--- src/hdl/vrrl_pkg.sv ---
// ----------------------------------------------------------------------------
// vrrl_pkg
// Shared item types, mode and status codes, header offsets and the
// controller-to-datapath command and status types of the ring log.
// ----------------------------------------------------------------------------
package vrrl_pkg;

  localparam int LEN_W  = 12;
  localparam int SIZE_W = 13;
  localparam int HOFS_W = 5;

  typedef struct packed {
    logic [2:0]       mode;
    logic [63:0]      stamp;
    logic [63:0]      run_id;
    logic [7:0]       level;
    logic [LEN_W-1:0] message_length;
    logic [7:0]       data_in;
    logic             select_all;
  } in_item_t;

  typedef struct packed {
    logic [1:0]       status;
    logic [63:0]      stamp_out;
    logic [7:0]       level_out;
    logic [LEN_W-1:0] length_out;
    logic [7:0]       data_out;
    logic             last_byte;
    logic [7:0]       evicted;
  } out_item_t;

  localparam logic [2:0] MODE_PUSH_START = 3'd0;
  localparam logic [2:0] MODE_PUSH_BYTE  = 3'd1;
  localparam logic [2:0] MODE_DISCARD    = 3'd2;
  localparam logic [2:0] MODE_SCAN_BEGIN = 3'd3;
  localparam logic [2:0] MODE_SCAN_NEXT  = 3'd4;
  localparam logic [2:0] MODE_READ_BYTE  = 3'd5;
  localparam logic [2:0] MODE_CLEAR      = 3'd6;

  localparam logic [1:0] ST_OK      = 2'd0;
  localparam logic [1:0] ST_TOO_BIG = 2'd1;
  localparam logic [1:0] ST_ENDED   = 2'd2;
  localparam logic [1:0] ST_IGNORED = 2'd3;

  // header byte offsets, little-endian fields
  localparam logic [HOFS_W-1:0] OFS_ID     = 5'd8;
  localparam logic [HOFS_W-1:0] OFS_LEN    = 5'd16;
  localparam logic [HOFS_W-1:0] OFS_LEN_HI = 5'd17;
  localparam logic [HOFS_W-1:0] OFS_LEVEL  = 5'd18;
  localparam logic [HOFS_W-1:0] OFS_MARK   = 5'd19;

  typedef enum logic [4:0] {
    ACT_NONE,
    ACT_ACCEPT,
    ACT_STAT_IGNORED,
    ACT_DROP_START,
    ACT_HRD_OLDEST,
    ACT_HRD_BASE,
    ACT_HRD_SCAN,
    ACT_HRD,
    ACT_EV_APPLY,
    ACT_EV_END,
    ACT_HWR,
    ACT_PUSH_COMMIT,
    ACT_BYTE,
    ACT_DISC_INIT,
    ACT_DISC_APPLY,
    ACT_SCAN_BEGIN,
    ACT_SCAN_APPLY,
    ACT_SCAN_END,
    ACT_RD_ISSUE,
    ACT_RD_DONE,
    ACT_CLEAR,
    ACT_LOAD_OUT
  } act_e;

  typedef struct packed {
    logic [2:0] mode;
    logic       push_busy;
    logic       too_big;
    logic       need_evict;
    logic       walk_more;
    logic       found;
    logic       hrd_last;
    logic       hwr_last;
    logic       scan_active;
    logic       read_empty;
    logic       out_free;
  } dp_stat_t;

endpackage

--- src/hdl/vrrl_ctrl.sv ---
// ----------------------------------------------------------------------------
// vrrl_ctrl
// Sequencer: decodes the held item and steps the datapath through header
// reads, evictions, header writes, discard and scan walks.
// ----------------------------------------------------------------------------
module vrrl_ctrl (
  input  logic               clk_i,
  input  logic               rst_ni,
  input  logic               in_valid_i,
  output logic               in_ready_o,
  input  vrrl_pkg::dp_stat_t stat_i,
  output vrrl_pkg::act_e     act_o
);

  typedef enum logic [11:0] {
    S_IDLE     = 12'b0000_0000_0001,
    S_DECODE   = 12'b0000_0000_0010,
    S_EV_CHK   = 12'b0000_0000_0100,
    S_HRD      = 12'b0000_0000_1000,
    S_HRD_WAIT = 12'b0000_0001_0000,
    S_APPLY    = 12'b0000_0010_0000,
    S_HWR      = 12'b0000_0100_0000,
    S_COMMIT   = 12'b0000_1000_0000,
    S_DISC_CHK = 12'b0001_0000_0000,
    S_SCAN_CHK = 12'b0010_0000_0000,
    S_RD_WAIT  = 12'b0100_0000_0000,
    S_FINISH   = 12'b1000_0000_0000
  } state_e;

  state_e state_q, state_d;

  assign in_ready_o = (state_q == S_IDLE);

  always_comb begin
    state_d = state_q;
    act_o   = vrrl_pkg::ACT_NONE;
    case (state_q)
      S_IDLE: begin
        if (in_valid_i) begin
          act_o   = vrrl_pkg::ACT_ACCEPT;
          state_d = S_DECODE;
        end
      end
      S_DECODE: begin
        state_d = S_FINISH;
        case (stat_i.mode)
          vrrl_pkg::MODE_PUSH_START: begin
            if (stat_i.push_busy) begin
              act_o = vrrl_pkg::ACT_STAT_IGNORED;
            end else if (stat_i.too_big) begin
              act_o = vrrl_pkg::ACT_DROP_START;
            end else begin
              state_d = S_EV_CHK;
            end
          end
          vrrl_pkg::MODE_PUSH_BYTE: act_o = vrrl_pkg::ACT_BYTE;
          vrrl_pkg::MODE_DISCARD: begin
            act_o   = vrrl_pkg::ACT_DISC_INIT;
            state_d = S_DISC_CHK;
          end
          vrrl_pkg::MODE_SCAN_BEGIN: act_o = vrrl_pkg::ACT_SCAN_BEGIN;
          vrrl_pkg::MODE_SCAN_NEXT: begin
            if (!stat_i.scan_active) begin
              act_o = vrrl_pkg::ACT_STAT_IGNORED;
            end else begin
              state_d = S_SCAN_CHK;
            end
          end
          vrrl_pkg::MODE_READ_BYTE: begin
            act_o = vrrl_pkg::ACT_RD_ISSUE;
            if (!stat_i.read_empty) state_d = S_RD_WAIT;
          end
          vrrl_pkg::MODE_CLEAR: act_o = vrrl_pkg::ACT_CLEAR;
          default: act_o = vrrl_pkg::ACT_STAT_IGNORED;
        endcase
      end
      S_EV_CHK: begin
        if (stat_i.need_evict) begin
          act_o   = vrrl_pkg::ACT_HRD_OLDEST;
          state_d = S_HRD;
        end else begin
          act_o   = vrrl_pkg::ACT_EV_END;
          state_d = S_HWR;
        end
      end
      S_HRD: begin
        act_o = vrrl_pkg::ACT_HRD;
        if (stat_i.hrd_last) state_d = S_HRD_WAIT;
      end
      S_HRD_WAIT: state_d = S_APPLY;
      S_APPLY: begin
        case (stat_i.mode)
          vrrl_pkg::MODE_PUSH_START: begin
            act_o   = vrrl_pkg::ACT_EV_APPLY;
            state_d = S_EV_CHK;
          end
          vrrl_pkg::MODE_DISCARD: begin
            act_o   = vrrl_pkg::ACT_DISC_APPLY;
            state_d = S_DISC_CHK;
          end
          default: begin
            act_o   = vrrl_pkg::ACT_SCAN_APPLY;
            state_d = stat_i.found ? S_FINISH : S_SCAN_CHK;
          end
        endcase
      end
      S_HWR: begin
        act_o = vrrl_pkg::ACT_HWR;
        if (stat_i.hwr_last) state_d = S_COMMIT;
      end
      S_COMMIT: begin
        act_o   = vrrl_pkg::ACT_PUSH_COMMIT;
        state_d = S_FINISH;
      end
      S_DISC_CHK: begin
        if (stat_i.walk_more) begin
          act_o   = vrrl_pkg::ACT_HRD_BASE;
          state_d = S_HRD;
        end else begin
          state_d = S_FINISH;
        end
      end
      S_SCAN_CHK: begin
        if (stat_i.walk_more) begin
          act_o   = vrrl_pkg::ACT_HRD_SCAN;
          state_d = S_HRD;
        end else begin
          act_o   = vrrl_pkg::ACT_SCAN_END;
          state_d = S_FINISH;
        end
      end
      S_RD_WAIT: begin
        act_o   = vrrl_pkg::ACT_RD_DONE;
        state_d = S_FINISH;
      end
      S_FINISH: begin
        if (stat_i.out_free) begin
          act_o   = vrrl_pkg::ACT_LOAD_OUT;
          state_d = S_IDLE;
        end
      end
      default: state_d = S_IDLE;
    endcase
  end

  always_ff @(posedge clk_i or negedge rst_ni) begin
    if (!rst_ni) begin
      state_q <= S_IDLE;
    end else begin
      state_q <= state_d;
    end
  end

endmodule

--- config.mk ---
export PLATFORM = sky130hd
export DESIGN_NAME = vrrl_ctrl
export DESIGN_NICKNAME = d
export VERILOG_FILES = /design/src/hdl/vrrl_pkg.sv /design/src/hdl/vrrl_ctrl.sv
export SDC_FILE = /design/constraint.sdc
export NUM_CORES = 1
export LEC_CHECK = 0
export BUFFER_PORTS_ARGS = -buffer_cell sky130_fd_sc_hd__buf_2
export CELL_PAD_IN_SITES_DETAIL_PLACEMENT = 0
export CELL_PAD_IN_SITES_GLOBAL_PLACEMENT = 1
export CORE_AREA = 5 5 54 65
export CTS_CLUSTER_DIAMETER = 80
export CTS_CLUSTER_SIZE = 40
export DETAILED_ROUTE_END_ITERATION = 10
export DIE_AREA = 0 0 59 70
export HOLD_SLACK_MARGIN = 0.08
export PLACE_DENSITY_LB_ADDON = 0.05
export SLEW_MARGIN = 20
export SYNTH_ARGS = -nofsm -noshare
export SYNTH_HDL_FRONTEND = slang
export SYNTH_SLANG_ARGS = --single-unit
--- constraint.sdc ---
create_clock -name clk_i -period 2.2 [get_ports clk_i]
set_input_delay 0.11 -clock clk_i [delete_from_list [all_inputs] [get_ports clk_i]]
set_output_delay 0.11 -clock clk_i [all_outputs]
set_load 0.02 [all_outputs]
After elaboration in Yosys (flattened, before gate mapping)

Index checks and enable logic that the tools add are counted.

Multiplexer cells: 25
Reductions and logical operators: 4
Equal/unequal tests: 22

Operator list:

| cell                 | count |
|---|---|
| $mux 12              | 10 |
| $pmux 12 s10         | 1 |
| $pmux 5 s11          | 1 |
| $pmux 12 s4          | 1 |
| $pmux 5 s7           | 1 |
| $pmux 12 s2          | 1 |
| $eq 12x1->1 const B  | 1 |
| $eq 12x10->1 const B | 1 |
| $eq 12x11->1 const B | 1 |
| $eq 12x12->1 const B | 1 |
| $eq 12x2->1 const B  | 1 |
| $eq 12x3->1 const B  | 1 |
| $eq 12x4->1 const B  | 1 |
| $eq 12x5->1 const B  | 1 |
| $eq 12x6->1 const B  | 1 |
| $eq 12x7->1 const B  | 1 |
| $eq 12x8->1 const B  | 1 |
| $eq 12x9->1 const B  | 1 |
| $mux 5               | 2 |
| $pmux 5 s2           | 1 |
| $eq 3x3->1 const B   | 3 |
| $ne 2x2->1 const B   | 4 |
| $mux 7               | 1 |
| $eq 3x2->1 const B   | 2 |
| 8 further kinds      | 11 |

Input port bits: 16
Register bits: 12

Logic depth before layout (Yosys ltp)

Gate-level depths: netlist (run 1).

Word-level depth: 4
Depth in mapped cells: 7
Depth with buffers taken out: 5

Worst setup path before layout (run 1)

OpenSTA, ideal clock, no wires.

Path kind: register to output
Start: register state_q[8]
End: output port act_o[0]
Required time: 2.090 ns
Cell stages (with the launch flop): 7
Arrival time: 1.939 ns
Setup slack: 0.151 ns
Path through: dfrtp_1 buf_6 or4_4 or4_4 o21a_1 o311ai_1 or3_1

Longest elaborated chain between the ends: 2
Elaborated cells on any way between the ends: 12
Those cells by class: eq/ne: 11; mux: 1

RTL lines:

| element                                    | line             | RTL |
|---|---|---|
| start, declared                            | vrrl_ctrl.sv:30  | `state_e state_q, state_d;` |
| start signal, assigned                     | vrrl_ctrl.sv:150 | `state_q <= state_d;` |
| $eq 12x12->1, or another cell as far along | vrrl_ctrl.sv:37  | `case (state_q)` |
| $pmux 5 s11 (*)                            | vrrl_ctrl.sv:37  |  |
| end, declared                              | vrrl_ctrl.sv:12  | `output vrrl_pkg::act_e act_o` |

Every way passes the cells marked *; elsewhere a longest branch is shown, timed or not.

Final worst setup path (run 1)

Ends and elaborated chain as after synthesis.

==> results of run 1 <==
[cell type report]
| type | instances | area (um^2) | share of cell area (%) |
|---|---|---|---|
| tap | 34 | 42.5 | 2.94 |
| timing repair buffer | 47 | 342 | 23.6 |
| clock buffer | 4 | 36.3 | 2.51 |
| multi-input combinational | 106 | 708 | 49.0 |
| inverter | 4 | 15.0 | 1.04 |
| sequential | 12 | 303 | 20.9 |
[power breakdown]
part | switching (mW) | total (mW) | internal (mW)
clock network | 0.0783 | 0.179 | 0.101
registers | 0.0303 | 0.282 | 0.252
logic | 0.324 | 0.623 | 0.299
total | 0.433 | 1.08 | 0.651
[routing by layer]
layer	global-route usage (%)	part of all wire [%]	wire length, um	vias to the layer above
met5	0	0	0	-
met4	6.80	2.6	85	0
met3	2.95	5.1	169	10
met2	27.6	52	1700	39
met1	20.3	41	1340	562
li1	-	-	-	590
[final timing paths]
path                       startpoint          to
max                        state_q[8]    act_o[0]
min                        stat_i[12]  state_q[2]
max reg2reg                state_q[8]  state_q[7]
min reg2reg                state_q[3]  state_q[1]
max in group asynchronous      rst_ni  state_q[0]
min in group asynchronous      rst_ni  state_q[7]
[repair_timing]
item / 4_1_cts / 5_1_grt
hold buffers: 4 / 0
gates resized for setup: 11 / 15
endpoints found under the hold margin: 15 / 0
setup buffers: 3 / 3
pin swaps: 4 / 9
endpoints found under the setup margin: 5 / 6
[logic make-up (layout without fill, tap and decap cells)]
kind of cell           count (synthesis)  after routing  share of synthesized area, %
AO/OA/AOI/OAI                         35             35                          23.9
XOR/XNOR                               3              3                          2.60
buffers and inverters                 12             55                          5.82
flip-flops                            12             12                          29.9
AND/OR/NAND/NOR                       68             68                          37.8
[critical path, delay by kind of cell, from the launching register on]
family / cells / cell delay [ns]
simple gates: 3 / 1.24
flops: 1 / 0.38
compound gates: 2 / 0.19
buf+inv: 1 / 0.12
[synthesized netlist by cell type, types with 2 or more instances]
cell       n
nand2_1    9
buf_2      2
or4_4      2
xnor2_1    2
nand2b_1   4
nor3b_1    3
nand3b_1   3
or3_1      3
dfrtp_1   11
o22ai_1    3
and3_1     2
clkbuf_1   4
o21ai_0   10
nor2_1    15
or4_1      3
nor3_1     8
nand4_1    5
nor2b_1    3
nor4_1     6
inv_1      4
a21oi_1    5
o31ai_1    3
[metrics by stage]
stage	cells	hold slack (ns)	area, um^2	TNS, ns
after CTS	204	0.0807	1380	-0.390
after global placement	193	0.00562	1230	0
after global routing	207	0.102	1450	-0.661
after floorplan	130	-0.186	1010	0
final	207	0.0900	1450	-0.307
after detailed placement	193	0.00560	1230	0
==> summary.txt, run 1 <==
Global route
  • Vias in the first global route: 1184
  • GR Overflow Total: 0
  • Pin count of the biggest net entering global routing: 13
  • First-pass GRT wire length: 5.30 mm
  • Gr usage total: about 17%
  • Antenna violations before repair: 0

Cells and area
  • Most frequent cells in the layout: 22 x buf_4, 16 x buf_2, 13 x nor2_1, 10 x dfrtp_1, 9 x nand2_1
  • Max reg flops: 12
  • Nets@finish: 190
  • Reg with most FFs: state_q
  • Regs by FF count: state_q x12
  • Post-layout util: 51.9%
  • Layout cells sized above 1: between 30% and 40%
  • Most common cell after layout, fill and taps aside: buf_4
  • Antenna cells: 0
  • # fillers: 292
  • Area Overhead vs Synth: 43.2%

Yosys
  • Yosys reg bits: 12
  • Post-synth top area cell: dfrtp_1
  • Async SR Flop Fraction: 100%
  • Library cells used by synthesis: 42
  • Top cell type's share of synthesized area: 27.3%
  • Top post-synthesis cells by area: dfrtp_1 27%, nor2_1 5.6%, o21ai_0 5.0%, nor3_1 4.0%, nor4_1 3.7%
  • Cells after Synth: 130
  • Ys Warns: 0
  • Avg Cell Area, Syn: 7.77 um^2
  • Syn Nets: 146
  • Top FF cell, synth: dfrtp_1
  • Post-synth EDFFs: 0
  • Sequential area share after synthesis: 29.9%
  • Syn Std Cell Area: 1010 um^2

Detailed routing
  • Vias: between 1000 and 1500
  • DR vias/cell: about 5.8
  • DR iter-0 viols: 45
  • Wirelength per Cell: 15.9 um
  • Drt drc: 0
  • DRT antenna net count: 0
  • Total wire length: 3.30 mm
  • TritonRoute pass-1 iters: 4

Worst setup path
  • Reg2Reg Setup Slack: ~0.13 ns
  • Worst r2r path cells: 6
  • CP required: 2.09 ns
  • Critical path, cell by cell: or4_4 > or4_4 > o21a_1 > o311ai_1 > or3_1 > buf_6
  • CP max-delay cell: or4_4
  • Crit. End Element: output pin
  • Worst-path maximum fanout: 4
  • CP arrival: between 2 and 2.5 ns
  • Startpoint Class: flop
  • CP peak stage delay: 0.57 ns
  • Crit path kind: flop to output pin
  • Crit-path most repeated cell: or4_4

CTS
  • Clock Path Buffers: 2
  • TritonCTS clock tree: built
  • Root Buffer: clkbuf_4
  • H-Tree Depth: 1
  • CTS clk-pin slew, worst paths: 0.08 ns
  • # clock sinks: 12
  • Skew-Pair Late Insertion Delay: 0.28 ns
  • CTS buffer count: 3

Floorplan
  • Initial Utilization: 36.3%
  • Die width: 59 um
  • Die Area: 4130 um^2
  • I/O pins: 22
  • Row cnt: 21
  • Std-Cell Core Area: 2790 um^2
  • Die height: 70 um

Timing
  • Worst Tran Pin Value: 0.319 ns
  • Rel. slew slack: 78.5%
  • Max-slew violations: 0
  • RSZ-0062 raised after global routing: true
  • Number of hold violations in the final report: 0
  • FMAX: 0.433 GHz
  • Final cycle utilization of the critical path: 105%
  • Clock Skew: 0.00650 ns
  • Count of final setup violators: 4
  • Minimum clock period: 2.31 ns
  • Setup ws final: -0.111 ns

Job
  • Max-cap viol count: 0

Placed design
  • Dpl ws: 0.0713 ns
  • DP Wirelength: 2.50 mm
  • PortBufs: 21
  • Final GP Congestion: approximately 0.8

Power and ir drop
  • Leak: approximately 0.67 nW
  • Pwr dens: roughly 750 nW/um^2
  • Power, Total: 1.08 mW
  • Max rail drop VDD: 0.378 mV

Worst hold path
  • Hold Crit Depth: 2
  • Hold Crit Class: input pin to flop

Outcome
  • Violated checks: negative setup slack
  • Status: complete, but fails checks
(Power assumes the default switching activity.)
==> inputs of run 2 (changes only) <==
==> constraint.sdc (replaced) <==
create_clock -name clk_i -period 2.6 [get_ports clk_i]
set_input_delay 0.13 -clock clk_i [delete_from_list [all_inputs] [get_ports clk_i]]
set_output_delay 0.13 -clock clk_i [all_outputs]
set_load 0.02 [all_outputs]
==> run 2 against run 1 <==
The flow now finishes without violations; die area stayed put; clock-buffer cell count unchanged; first-iteration DRC count decreased by 22%; worst hold slack better by 0.011 ns; non-clock buffer count shrank 17; register-to-register slack improved by 0.12 ns; utilization decreased by 7.3 points; sequential share of layout area grew 3.5 points; total power shrank 27%; combinational power decreased by 41%; critical path type unchanged; highest routed layer unchanged.
==> summary.txt, run 2 (same netlist as run 1, synthesis figures left out) <==
Power and ir drop
  • Max rail drop VDD: 0.351 mV
  • Sequential power share: roughly 32%
  • Gate power share: a little under half
  • Leak: 0.571 nW
  • Pwr dens: roughly 630 nW/um^2
  • Pint: 0.443 mW
  • Sw Share: 43.7%
  • Sw Pwr: between 0.3 and 0.4 mW
  • Clock power frac: 20.7%

Worst setup path
  • Worst-path maximum fanout: 10
  • Worst r2r path cells: 4
  • CP arrival: approximately 2.4 ns
  • Startpoint Class: flop
  • R2R Path Start: state_q[8]
  • FF-to-FF End: state_q[6]
  • Crit path kind: flop to output pin
  • Crit. End Element: output pin
  • Reg2Reg Setup Slack: 0.25 ns
  • CP required: about 2.5 ns

Worst hold path
  • Hold worst-path end: state_q[9]
  • Hold Crit Class: input pin to flop
  • Worst Hold Launch: stat_i[5]
  • Hold Crit Depth: 3

Detailed routing
  • DR vias/cell: 5.94
  • DRT antenna net count: 0
  • Wirelength per Cell: 16.5 um
  • Total wire length: around 3.1 mm
  • Drt drc: 0
  • DR iter-0 viols: 35
  • TritonRoute pass-1 iters: 4
  • Vias: between 1000 and 1500

Floorplan
  • Std-Cell Core Area: 2790 um^2
  • I/O pins: 22
  • Initial Utilization: a little over a third
  • Die height: 70 um
  • Die Area: 4130 um^2
  • Row cnt: 21
  • Die width: 59 um

Global route
  • Gr usage total: between 10% and 20%
  • Antenna violations before repair: 0
  • Pin count of the biggest net entering global routing: 13
  • M1 GR Usage: 18.6%
  • Vias in the first global route: 1140
  • Global route hottest layer: met2
  • GR Overflow Total: 0
  • Grt met3 use: 3.31%
  • First-pass GRT wire length: 5.12 mm
  • Met2 Use GR: 27.9%

Cells and area
  • Reg with most FFs: state_q
  • Final non-filler cell total: 190
  • Antenna cells: 0
  • Most frequent cells in the layout: 21 x buf_2, 15 x nor2_1, 10 x o21ai_0, 9 x nand2_1, 9 x dfrtp_1
  • Regs by FF count: state_q x12
  • Most common cell after layout, fill and taps aside: buf_2
  • Nets@finish: between 150 and 200
  • # fillers: 308
  • Max reg flops: 12
  • Area Overhead vs Synth: 23.2%
  • Layout cells sized above 1: 23.7%

Timing
  • Clock Skew: 0.00171 ns
  • Worst Tran Pin Value: 0.601 ns
  • Fin Setup TNS: 0 ns
  • Max-slew violations: 0
  • Minimum clock period: 2.49 ns
  • RSZ-0062 raised after global routing: false
  • Setup ws final: between 0.1 and 0.15 ns
  • Rel. slew slack: approximately three fifths
  • FMAX: 0.402 GHz
  • Number of hold violations in the final report: 0
  • Final cycle utilization of the critical path: 95.7%
  • Count of final setup violators: 0

CTS
  • Root Buffer: clkbuf_4
  • CTS clk-pin slew, worst paths: about 0.09 ns
  • # clock sinks: 12
  • Skew-Pair Late Insertion Delay: 0.29 ns
  • Clock Path Buffers: 2
  • Setup bufs post-CTS: 0
  • H-Tree Depth: 1
  • TritonCTS clock tree: built
  • CTS buffer count: 3

Placed design
  • DP Wirelength: 2.46 mm
  • PortBufs: 21
  • Final GP Congestion: about 0.83
  • Cells after DPL: 180
  • Dpl ws: 0.406 ns

Outcome
  • Status: complete, no violations

Job
  • Max-cap viol count: 0
-- run 2: cell types whose count changed in the layout (fill, tap and decap cells not counted), sizes merged --
| cell | before | now |
|---|---|---|
| dlygate4sd3 | 4 | 6 |
| buf | 43 | 24 |
-- run 2: what timing repair did --
| item | CTS | global route |
|---|---|---|
| gates resized for setup | 0 | 4 |
| endpoints found under the hold margin | 15 | 1 |
| hold buffers | 5 | 1 |
| setup endpoints to repair | 0 | 2 |
-- run 2: cell type report --
class	instances	area, um^2	area share, %
multi-input combinational	106	658	52.9
sequential	12	304	24.4
timing repair buffer	30	188	15.1
tap	34	42.5	3.42
clock buffer	4	36.3	2.92
inverter	4	15.0	1.21
-- run 2: worst max-delay path, cell delays in order, from the launching register on --
cell      delay [ns]
dfrtp_2         0.48
or4_4           0.58
or4_4           0.53
o21a_1          0.12
o311ai_1        0.06
or3_1           0.15
buf_2           0.16
-- run 2: power by group through the flow --
stage | combinational [mW] | sequential, mW | clock, mW
2_1_floorplan | 0.281 | 0.225 | 0
3_3_place_gp | 0.364 | 0.254 | 0
3_5_place_dp | 0.360 | 0.256 | 0
4_1_cts | 0.368 | 0.252 | 0.163
5_1_grt | 0.405 | 0.257 | 0.176
6_report | 0.370 | 0.254 | 0.163
-- run 2: worst max-delay path by stage --
| stage | start | endpoint | cells after the start |
|---|---|---|---|
| global route | state_q[8] | act_o[0] | 6 |
| CTS | state_q[8] | act_o[0] | 6 |
| finish | state_q[8] | act_o[0] | 6 |
| global placement | state_q[4] | act_o[0] | 6 |
| detailed placement | state_q[8] | act_o[0] | 6 |
| floorplan | state_q[8] | act_o[0] | 6 |
-- run 2: through the flow --
step           total power [mW]  area [um^2]  hold WS (ns)  util [%]
6_report                  0.787         1240         0.101      44.7
5_1_grt                   0.839         1240         0.108      44.7
4_1_cts                   0.782         1220        0.0818      43.9
3_5_place_dp              0.616         1140        0.0398      40.8
3_3_place_gp              0.618         1140        0.0324      40.8
2_1_floorplan             0.507         1010        -0.166         -
-- run 2: per-layer routing --
| metal | up-vias | routed length, um | part of all wire (%) |
|---|---|---|---|
| li1 | 547 | - | - |
| met1 | 528 | 1260 | 40 |
| met2 | 42 | 1590 | 51 |
| met3 | 12 | 186 | 5.9 |
| met4 | 0 | 106 | 3.4 |
| met5 | - | 0 | 0 |
